File: src/tksd_pkg.sv
// Shared types, codes and decode helpers for the terminal key sequence decoder.
`timescale 1ns / 1ps
`default_nettype none

package tksd_pkg;

   localparam int PARAM_WIDTH = 16;

   localparam logic [PARAM_WIDTH-1:0] PARAM_MAX = {PARAM_WIDTH{1'b1}};

   // operation codes
   localparam logic OP_BYTE  = 1'b0;
   localparam logic OP_FLUSH = 1'b1;

   // byte values
   localparam logic [7:0] BYTE_ESC   = 8'h1b;
   localparam logic [7:0] BYTE_DEL   = 8'h7f;
   localparam logic [7:0] BYTE_BS    = 8'h08;
   localparam logic [7:0] BYTE_TAB   = 8'h09;
   localparam logic [7:0] BYTE_CR    = 8'h0d;
   localparam logic [7:0] BYTE_LF    = 8'h0a;
   localparam logic [7:0] BYTE_SPACE = 8'h20;
   localparam logic [7:0] BYTE_CTRL_OFS = 8'h60;
   localparam logic [7:0] BYTE_FINAL_LO = 8'h40;
   localparam logic [7:0] BYTE_FINAL_HI = 8'h7e;
   localparam logic [7:0] BYTE_LBRACKET = 8'h5b;
   localparam logic [7:0] BYTE_SS3_O    = 8'h4f;
   localparam logic [7:0] BYTE_SEMI     = 8'h3b;
   localparam logic [7:0] BYTE_TILDE    = 8'h7e;
   localparam logic [7:0] BYTE_Z        = 8'h5a;
   localparam logic [7:0] BYTE_DIGIT_0  = 8'h30;
   localparam logic [7:0] BYTE_DIGIT_9  = 8'h39;
   localparam logic [7:0] BYTE_P        = 8'h50;
   localparam logic [7:0] BYTE_S        = 8'h53;
   localparam logic [7:0] BYTE_A        = 8'h41;
   localparam logic [7:0] BYTE_B        = 8'h42;
   localparam logic [7:0] BYTE_C        = 8'h43;
   localparam logic [7:0] BYTE_D        = 8'h44;
   localparam logic [7:0] BYTE_F        = 8'h46;
   localparam logic [7:0] BYTE_H        = 8'h48;

   // key kinds
   localparam logic [4:0] KIND_NONE   = 5'd0;
   localparam logic [4:0] KIND_CHAR   = 5'd1;
   localparam logic [4:0] KIND_ENTER  = 5'd2;
   localparam logic [4:0] KIND_TAB    = 5'd3;
   localparam logic [4:0] KIND_BKSP   = 5'd4;
   localparam logic [4:0] KIND_ESC    = 5'd5;
   localparam logic [4:0] KIND_UP     = 5'd6;
   localparam logic [4:0] KIND_DOWN   = 5'd7;
   localparam logic [4:0] KIND_RIGHT  = 5'd8;
   localparam logic [4:0] KIND_LEFT   = 5'd9;
   localparam logic [4:0] KIND_HOME   = 5'd10;
   localparam logic [4:0] KIND_END    = 5'd11;
   localparam logic [4:0] KIND_INSERT = 5'd12;
   localparam logic [4:0] KIND_DELETE = 5'd13;
   localparam logic [4:0] KIND_PGUP   = 5'd14;
   localparam logic [4:0] KIND_PGDN   = 5'd15;
   localparam logic [4:0] KIND_F1     = 5'd16;
   localparam logic [4:0] KIND_F6     = 5'd21;
   localparam logic [4:0] KIND_F11    = 5'd26;

   // tilde numbers that open function key runs
   localparam logic [4:0] TILDE_F1  = 5'd11;
   localparam logic [4:0] TILDE_F6  = 5'd17;
   localparam logic [4:0] TILDE_F11 = 5'd23;

   typedef enum logic [1:0] {
      MODE_GROUND = 2'd0,
      MODE_ESC    = 2'd1,
      MODE_CSI    = 2'd2,
      MODE_SS3    = 2'd3
   } mode_type;

   typedef struct packed {
      logic       operation;
      logic [7:0] data_byte;
   } req_type;

   typedef struct packed {
      logic [4:0] key_kind;
      logic [7:0] char_code;
      logic       shift_held;
      logic       alt_held;
      logic       ctrl_held;
   } rsp_type;

   // decoder to output stage
   typedef struct packed {
      logic    fire;
      rsp_type key;
   } step_type;

   function automatic rsp_type make_key(input logic [4:0] kind);
      rsp_type k;
      k = '0;
      k.key_kind = kind;
      return k;
   endfunction

   function automatic rsp_type plain_key(input logic [7:0] b);
      rsp_type k;
      k = make_key(KIND_CHAR);
      if (b == BYTE_CR || b == BYTE_LF) begin
         k = make_key(KIND_ENTER);
      end else if (b == BYTE_TAB) begin
         k = make_key(KIND_TAB);
      end else if (b == BYTE_DEL || b == BYTE_BS) begin
         k = make_key(KIND_BKSP);
      end else if (b < BYTE_SPACE) begin
         k.ctrl_held = 1'b1;
         k.char_code = b + BYTE_CTRL_OFS;
      end else begin
         k.char_code = b;
      end
      return k;
   endfunction

   function automatic logic [4:0] cursor_kind(input logic [7:0] b);
      logic [4:0] kind;
      case (b)
         BYTE_A:  kind = KIND_UP;
         BYTE_B:  kind = KIND_DOWN;
         BYTE_C:  kind = KIND_RIGHT;
         BYTE_D:  kind = KIND_LEFT;
         BYTE_H:  kind = KIND_HOME;
         BYTE_F:  kind = KIND_END;
         default: kind = KIND_NONE;
      endcase
      return kind;
   endfunction

   function automatic logic [4:0] tilde_kind(input logic [PARAM_WIDTH-1:0] n);
      logic [4:0] kind;
      logic [4:0] lo;
      lo   = n[4:0];
      kind = KIND_NONE;
      if (n == PARAM_WIDTH'(1) || n == PARAM_WIDTH'(7)) begin
         kind = KIND_HOME;
      end else if (n == PARAM_WIDTH'(2)) begin
         kind = KIND_INSERT;
      end else if (n == PARAM_WIDTH'(3)) begin
         kind = KIND_DELETE;
      end else if (n == PARAM_WIDTH'(4) || n == PARAM_WIDTH'(8)) begin
         kind = KIND_END;
      end else if (n == PARAM_WIDTH'(5)) begin
         kind = KIND_PGUP;
      end else if (n == PARAM_WIDTH'(6)) begin
         kind = KIND_PGDN;
      end else if (n >= PARAM_WIDTH'(11) && n <= PARAM_WIDTH'(15)) begin
         kind = KIND_F1 + (lo - TILDE_F1);
      end else if (n >= PARAM_WIDTH'(17) && n <= PARAM_WIDTH'(21)) begin
         kind = KIND_F6 + (lo - TILDE_F6);
      end else if (n == PARAM_WIDTH'(23) || n == PARAM_WIDTH'(24)) begin
         kind = KIND_F11 + (lo - TILDE_F11);
      end
      return kind;
   endfunction

   // v*10 + d, clamped to all ones
   function automatic logic [PARAM_WIDTH-1:0] push_digit(input logic [PARAM_WIDTH-1:0] v,
                                                         input logic [3:0] d);
      logic [PARAM_WIDTH+3:0] sum;
      sum = ({4'd0, v} << 3) + ({4'd0, v} << 1) + {{PARAM_WIDTH{1'b0}}, d};
      if (sum[PARAM_WIDTH+3:PARAM_WIDTH] != 4'd0) begin
         return PARAM_MAX;
      end
      return sum[PARAM_WIDTH-1:0];
   endfunction

endpackage

`default_nettype wire

File: src/terminal_key_sequence_decoder.sv
// A beat accepted into the input register is decoded combinationally, and its key, if any,
// is captured in the result register and shown on rsp_ once the result register is free.
// Throughput: one beat per cycle, set by the single decode stage between the input
// register and the result register; stall from rsp_ backs up into req_stall.
// Reset (synchronous, active high) empties both registers and returns the parser to
// ground with both parameters and the parameter index at zero.
`timescale 1ns / 1ps
`default_nettype none

module terminal_key_sequence_decoder
   import tksd_pkg::*;
(
   input  wire logic    clock,
   input  wire logic    reset,
   input  wire logic    req_valid,
   output logic         req_stall,
   input  wire req_type req_data,
   output logic         rsp_valid,
   input  wire logic    rsp_stall,
   output rsp_type      rsp_data
);

   logic     req_valid_ff;
   req_type  req_ff;
   logic     out_free;
   logic     advance;
   step_type step;

   assign advance   = req_valid_ff && out_free;
   assign req_stall = req_valid_ff && !out_free;

   always_ff @(posedge clock) begin
      if (reset) begin
         req_valid_ff <= 1'b0;
      end else if (!req_stall) begin
         req_valid_ff <= req_valid;
      end
   end

   always_ff @(posedge clock) begin
      if (req_valid && !req_stall) begin
         req_ff <= req_data;
      end
   end

   tksd_core u_core (
      .clock   (clock),
      .reset   (reset),
      .advance (advance),
      .item    (req_ff),
      .step    (step)
   );

   tksd_out_reg u_out (
      .clock     (clock),
      .reset     (reset),
      .advance   (advance),
      .step      (step),
      .free      (out_free),
      .rsp_valid (rsp_valid),
      .rsp_stall (rsp_stall),
      .rsp_data  (rsp_data)
   );

`ifndef SYNTHESIS
   a_stall_from_full_output: assert property (@(posedge clock) disable iff (reset)
      req_stall |-> (rsp_valid && rsp_stall))
      else $error("input stalled while result register can drain");

   a_held_beat_kept: assert property (@(posedge clock) disable iff (reset)
      (req_valid_ff && !advance) |=> req_valid_ff)
      else $error("undecoded beat lost from input register");

   a_result_from_decode: assert property (@(posedge clock) disable iff (reset)
      (rsp_valid && !$past(rsp_valid)) |-> $past(req_valid_ff))
      else $error("result appeared without a decoded beat");

   a_flush_no_key_outside_esc: assert property (@(posedge clock) disable iff (reset)
      (advance && req_ff.operation == OP_FLUSH && step.fire) |->
         (step.key.key_kind == KIND_ESC))
      else $error("flush produced a key other than esc");
`endif

endmodule

`default_nettype wire

File: src/tksd_core.sv
// Parser state registers and combinational key decode.
`timescale 1ns / 1ps
`default_nettype none

module tksd_core
   import tksd_pkg::*;
(
   input  wire logic     clock,
   input  wire logic     reset,
   input  wire logic     advance,
   input  wire req_type  item,
   output step_type      step
);

   mode_type               mode_ff, mode_in;
   logic                   index_ff, index_in;
   logic [PARAM_WIDTH-1:0] first_ff, first_in;
   logic [PARAM_WIDTH-1:0] second_ff, second_in;

   always_ff @(posedge clock) begin
      if (reset) begin
         mode_ff   <= MODE_GROUND;
         index_ff  <= 1'b0;
         first_ff  <= '0;
         second_ff <= '0;
      end else if (advance) begin
         mode_ff   <= mode_in;
         index_ff  <= index_in;
         first_ff  <= first_in;
         second_ff <= second_in;
      end
   end

   logic [7:0]             b;
   logic [4:0]             kind;
   logic [PARAM_WIDTH-1:0] modp;
   logic [2:0]             modm;
   logic                   clear;

   assign b    = item.data_byte;
   assign modp = index_ff ? second_ff : '0;
   assign modm = modp[2:0] - 3'd1;

   always_comb begin
      mode_in   = mode_ff;
      index_in  = index_ff;
      first_in  = first_ff;
      second_in = second_ff;
      clear     = 1'b0;
      step      = '0;
      kind      = KIND_NONE;
      if (item.operation == OP_FLUSH) begin
         clear     = 1'b1;
         step.fire = (mode_ff == MODE_ESC);
         step.key  = make_key(KIND_ESC);
      end else begin
         case (mode_ff)
            MODE_GROUND: begin
               if (b == BYTE_ESC) begin
                  mode_in = MODE_ESC;
               end else begin
                  step.fire = 1'b1;
                  step.key  = plain_key(b);
               end
            end
            MODE_ESC: begin
               if (b == BYTE_LBRACKET) begin
                  mode_in = MODE_CSI;
               end else if (b == BYTE_SS3_O) begin
                  mode_in = MODE_SS3;
               end else if (b == BYTE_ESC) begin
                  step.fire = 1'b1;
                  step.key  = make_key(KIND_ESC);
               end else begin
                  clear     = 1'b1;
                  mode_in   = MODE_GROUND;
                  step.fire = 1'b1;
                  step.key  = plain_key(b);
                  step.key.alt_held = 1'b1;
               end
            end
            MODE_CSI: begin
               if (b == BYTE_ESC) begin
                  clear   = 1'b1;
                  mode_in = MODE_ESC;
               end else if (b >= BYTE_DIGIT_0 && b <= BYTE_DIGIT_9) begin
                  if (index_ff) begin
                     second_in = push_digit(second_ff, b[3:0]);
                  end else begin
                     first_in = push_digit(first_ff, b[3:0]);
                  end
               end else if (b == BYTE_SEMI) begin
                  index_in = 1'b1;
               end else if (b >= BYTE_FINAL_LO && b <= BYTE_FINAL_HI) begin
                  clear = 1'b1;
                  if (b == BYTE_Z) begin
                     step.fire = 1'b1;
                     step.key  = make_key(KIND_TAB);
                     step.key.shift_held = 1'b1;
                  end else begin
                     kind = (b == BYTE_TILDE) ? tilde_kind(first_ff) : cursor_kind(b);
                     step.fire = (kind != KIND_NONE);
                     step.key  = make_key(kind);
                     // modifier code m >= 2 carries (m-1) as shift/alt/ctrl bits
                     if (modp >= PARAM_WIDTH'(2)) begin
                        step.key.shift_held = modm[0];
                        step.key.alt_held   = modm[1];
                        step.key.ctrl_held  = modm[2];
                     end
                  end
               end
            end
            MODE_SS3: begin
               clear = 1'b1;
               if (b == BYTE_ESC) begin
                  mode_in = MODE_ESC;
               end else if (b >= BYTE_P && b <= BYTE_S) begin
                  step.fire = 1'b1;
                  step.key  = make_key(KIND_F1 + {3'd0, b[1:0]});
               end else begin
                  kind      = cursor_kind(b);
                  step.fire = (kind != KIND_NONE);
                  step.key  = make_key(kind);
               end
            end
            default: begin
               clear = 1'b1;
            end
         endcase
         if (clear && mode_in != MODE_ESC) begin
            mode_in = MODE_GROUND;
         end
      end
      if (clear) begin
         if (item.operation == OP_FLUSH) begin
            mode_in = MODE_GROUND;
         end
         index_in  = 1'b0;
         first_in  = '0;
         second_in = '0;
      end
   end

endmodule

`default_nettype wire

File: src/tksd_out_reg.sv
// Result register with stall handling.
`timescale 1ns / 1ps
`default_nettype none

module tksd_out_reg
   import tksd_pkg::*;
(
   input  wire logic     clock,
   input  wire logic     reset,
   input  wire logic     advance,
   input  wire step_type step,
   output logic          free,
   output logic          rsp_valid,
   input  wire logic     rsp_stall,
   output rsp_type       rsp_data
);

   logic    valid_ff;
   rsp_type data_ff;

   assign free = !valid_ff || !rsp_stall;

   always_ff @(posedge clock) begin
      if (reset) begin
         valid_ff <= 1'b0;
      end else if (advance && step.fire) begin
         valid_ff <= 1'b1;
      end else if (!rsp_stall) begin
         valid_ff <= 1'b0;
      end
   end

   always_ff @(posedge clock) begin
      if (advance && step.fire) begin
         data_ff <= step.key;
      end
   end

   assign rsp_valid = valid_ff;
   assign rsp_data  = data_ff;

endmodule

`default_nettype wire

File: config.mk
export PLATFORM = sky130hd
export DESIGN_NAME = terminal_key_sequence_decoder
export DESIGN_NICKNAME = d
export VERILOG_FILES = /design/src/tksd_pkg.sv /design/src/terminal_key_sequence_decoder.sv /design/src/tksd_core.sv /design/src/tksd_out_reg.sv
export SDC_FILE = /design/constraint.sdc
export NUM_CORES = 1
export LEC_CHECK = 0
export ABC_CLOCK_PERIOD_IN_PS = 10400
export BUFFER_PORTS_ARGS = -buffer_cell sky130_fd_sc_hd__buf_2
export CAP_MARGIN = 20
export CELL_PAD_IN_SITES_DETAIL_PLACEMENT = 0
export CELL_PAD_IN_SITES_GLOBAL_PLACEMENT = 1
export CORE_UTILIZATION = 35
export CTS_CLUSTER_DIAMETER = 150
export CTS_CLUSTER_SIZE = 24
export DETAILED_ROUTE_END_ITERATION = 16
export PLACE_DENSITY_LB_ADDON = 0.1
export SYNTH_ARGS = -nofsm -noshare
export SYNTH_HDL_FRONTEND = slang
export SYNTH_SLANG_ARGS = --single-unit
File: constraint.sdc
create_clock -name clock -period 10.4 [get_ports clock]
set_clock_uncertainty 0.2 [all_clocks]
set_input_delay 0.52 -clock clock [delete_from_list [all_inputs] [get_ports clock]]
set_output_delay 0.52 -clock clock [all_outputs]
set_load 0.02 [all_outputs]
==> metrics.txt <==
status=completed; Reg clk slew, reported paths=approximately 0.060 ns; Pre-antenna DRT Iters=6; CTS Buf Count=9; 1st-iter DRT viols=approximately 400; CTS Root Cell=clkbuf_16; final slew viol count=0; clock power share=0.516; Initial Util=0.3609; Via-to-Cell Ratio=roughly 5.5; setup ws final=between 6 and 7 ns; CP max FO=18; number of routed nets with antenna violations=0; first-pass GRT wire length=between 20 and 25 mm; Max-slew headroom=0.3833; CP endpoint kind=flip-flop; vias in the first global route=between 4k and 5k; clk buf depth=2; hold endpoint=req_ff[5]; R2R depth=10; Seq/Total Area, Yosys=0.2699; drt drc=0; cells after synthesis=around 650; Hold Startpoint=req_data[5]; critical path data required time=~10 ns; Yosys cell types=75; Post-Synthesis Mean Instance Area=roughly 8.6 sq um; Site Rows=45; EDFF count, synth=25; CP startpoint kind=flip-flop; setup_tns=0 ns; area of the mapped netlist=about 5500 sq um; Sequential Area=~1500 sq um; layout cells sized above 1=0.1064; Seq cells post-synth=slightly above 60; switching share of power=0.2340; Reg power frac=0.433; Power Density=about 100 nW/um^2; Tmin final=4.367 ns; largest net degree at the start of global routing=20; R2R Path End=u_core.second_ff[2]; number of synthesis warnings=0; # hold bufs at CTS=0; maximum vdd drop=0.09131 mV; GP Congestion=around 0.9; DP HPWL=11.31 mm; GRT Total Usage=0.1884; worst r2r src=req_ff[3]; WL/cell=around 17 um; # IOs=31; # resized after CTS=0; number of fill cells=~1.6k; Post-CTS Setup Inserts=0; period utilisation layout=0.4199; HP Class=primary input to flip-flop; Worst Max-Slew Pin Slew=just over 0.9 ns; cell internal pwr=0.4703 mW; Detailed Route WL=roughly 15 mm; worst setup path category=flip-flop to flip-flop; # Max-Cap Violations=0; post-synth net total=739; Setup Viol. Count Final=0; IO buf count=30; die area=around 16000 sq um; ys async rst share=0; Place WS=approximately 6 ns; most frequent cells in the layout=ha_1 (76), nand2_1 (58), a21oi_1 (50); FF-to-FF setup slack=6.03 ns; antenna cells=0; total grt overflow=0; Core ar.=between 15000 and 20000 sq um; fmax=~0.23 GHz; initial antenna violation count=0; NumNets Final=around 760; footprint of the multi-input gates=~3800 sq um; Leakage=2.836 nW; fin util=0.4016; Chip Width=approximately 130 um; Sink Count=a little over 60; Synth Flop Type=dfxtp_1; Area Growth Syn to Fin=11.27%; CTS tree=built; H-tree depth=3; logic gate share of total power=0.051; Clock Latency Late Sink=~0.33 ns; Die H=about 130 um; DR vias=4856; most common cell after layout, fill and taps aside=ha_1; hold path cells=1; Critical Path AT=between 4 and 5 ns; Net Switching=~0.14 mW; Fin. Hold Viols=0; unrepaired setup endpoints after global routing=no
synth_stat cells, drive strengths merged, types with 19 or more instances:
library cell / instances / share of area
ha: 76 / 0.17
nand2: 58 / 0.039
a21oi: 51 / 0.047
nor2: 45 / 0.031
dfxtp: 37 / 0.13
o21ai: 33 / 0.031
inv: 26 / 0.019
edfxtp: 25 / 0.14
nand3: 22 / 0.020
nor3: 22 / 0.024
xnor2: 19 / 0.030
routing by layer:
| layer | track usage | wire length [um] | vias up | share of wire |
|---|---|---|---|---|
| met5 | 0 | 0 | - | 0 |
| met4 | 0.04567 | 129 | 0 | 0.0087 |
| met3 | 0.02045 | 439 | 12 | 0.030 |
| met2 | 0.3070 | 6822 | 85 | 0.46 |
| met1 | 0.2666 | 7355 | 2299 | 0.50 |
| li1 | - | - | 2460 | - |
power groups by stage:
stage | registers [mW] | clock network [mW] | logic [mW]
after floorplan | 0.267 | 0 | 0.0238
after global placement | 0.271 | 0 | 0.0312
after detailed placement | 0.271 | 0 | 0.0313
after CTS | 0.265 | 0.323 | 0.0315
after global routing | 0.266 | 0.334 | 0.0347
final | 0.266 | 0.317 | 0.0314
cell type report:
cell class / instances / area share
Tap cell: 211 / 0.04293
Sequential cell: 62 / 0.2425
Clock inverter: 6 / 0.01099
Clock buffer: 10 / 0.04069
Timing Repair Buffer: 34 / 0.02889
Inverter: 26 / 0.01668
Multi-Input combinational cell: 529 / 0.6173
through the flow:
step                area [sq um]  hold WS [ns]  std cells  power (mW)
global route                6150        0.1535        878      0.6354
global placement            5819        0.3483        860      0.3018
floorplan                   5527        0.2769        646      0.2906
detailed placement          5819        0.3514        860      0.3019
CTS                         6137        0.1571        876      0.6199
finish                      6150        0.1659        878      0.6140
critical path, stage by stage, from the launching register on:
cell and delay (ns):
edfxtp_1 0.74, fa_1 0.55, ha_1 0.34, a211oi_1 0.25, o21bai_1 0.20, a311oi_1 0.52
o31ai_1 0.17, nor4_1 0.33, o22ai_1 0.22, o31ai_4 0.55, nand2_1 0.12
how the worst max path moves through the flow:
stage | start | to | slack (ns) | depth (start not counted)
finish | req_ff[3] | u_core.second_ff[2] | 6.03 | 10
global route | req_ff[3] | u_core.second_ff[2] | 5.71 | 10
CTS | req_ff[3] | u_core.first_ff[11] | 5.95 | 10
detailed placement | req_ff[3] | u_core.first_ff[11] | 5.96 | 10
global placement | req_ff[3] | u_core.first_ff[13] | 6.07 | 10
floorplan | u_core.first_ff[0] | u_out.rsp_data[0] | 5.83 | 10
sequential cells by signal (all words and copies together) (netlist names):
name              flops
u_out.rsp_data       16
u_core.second_ff     16
u_out.rsp_valid       1
req_ff                9
u_core.index_ff       1
u_core.first_ff      16
req_valid_ff          1
u_core.mode_ff        2
logic make-up after synthesis:
family | share of synthesized area
muxes | 0.009509
buffers and inverters | 0.04573
AOI/OAI and AO/OA | 0.2391
and+or+nand+nor | 0.2065
adders and majority gates | 0.1866
xor gates and xnor gates | 0.04279
DFF | 0.2699
Note: power is estimated with default switching activity, not from simulation.
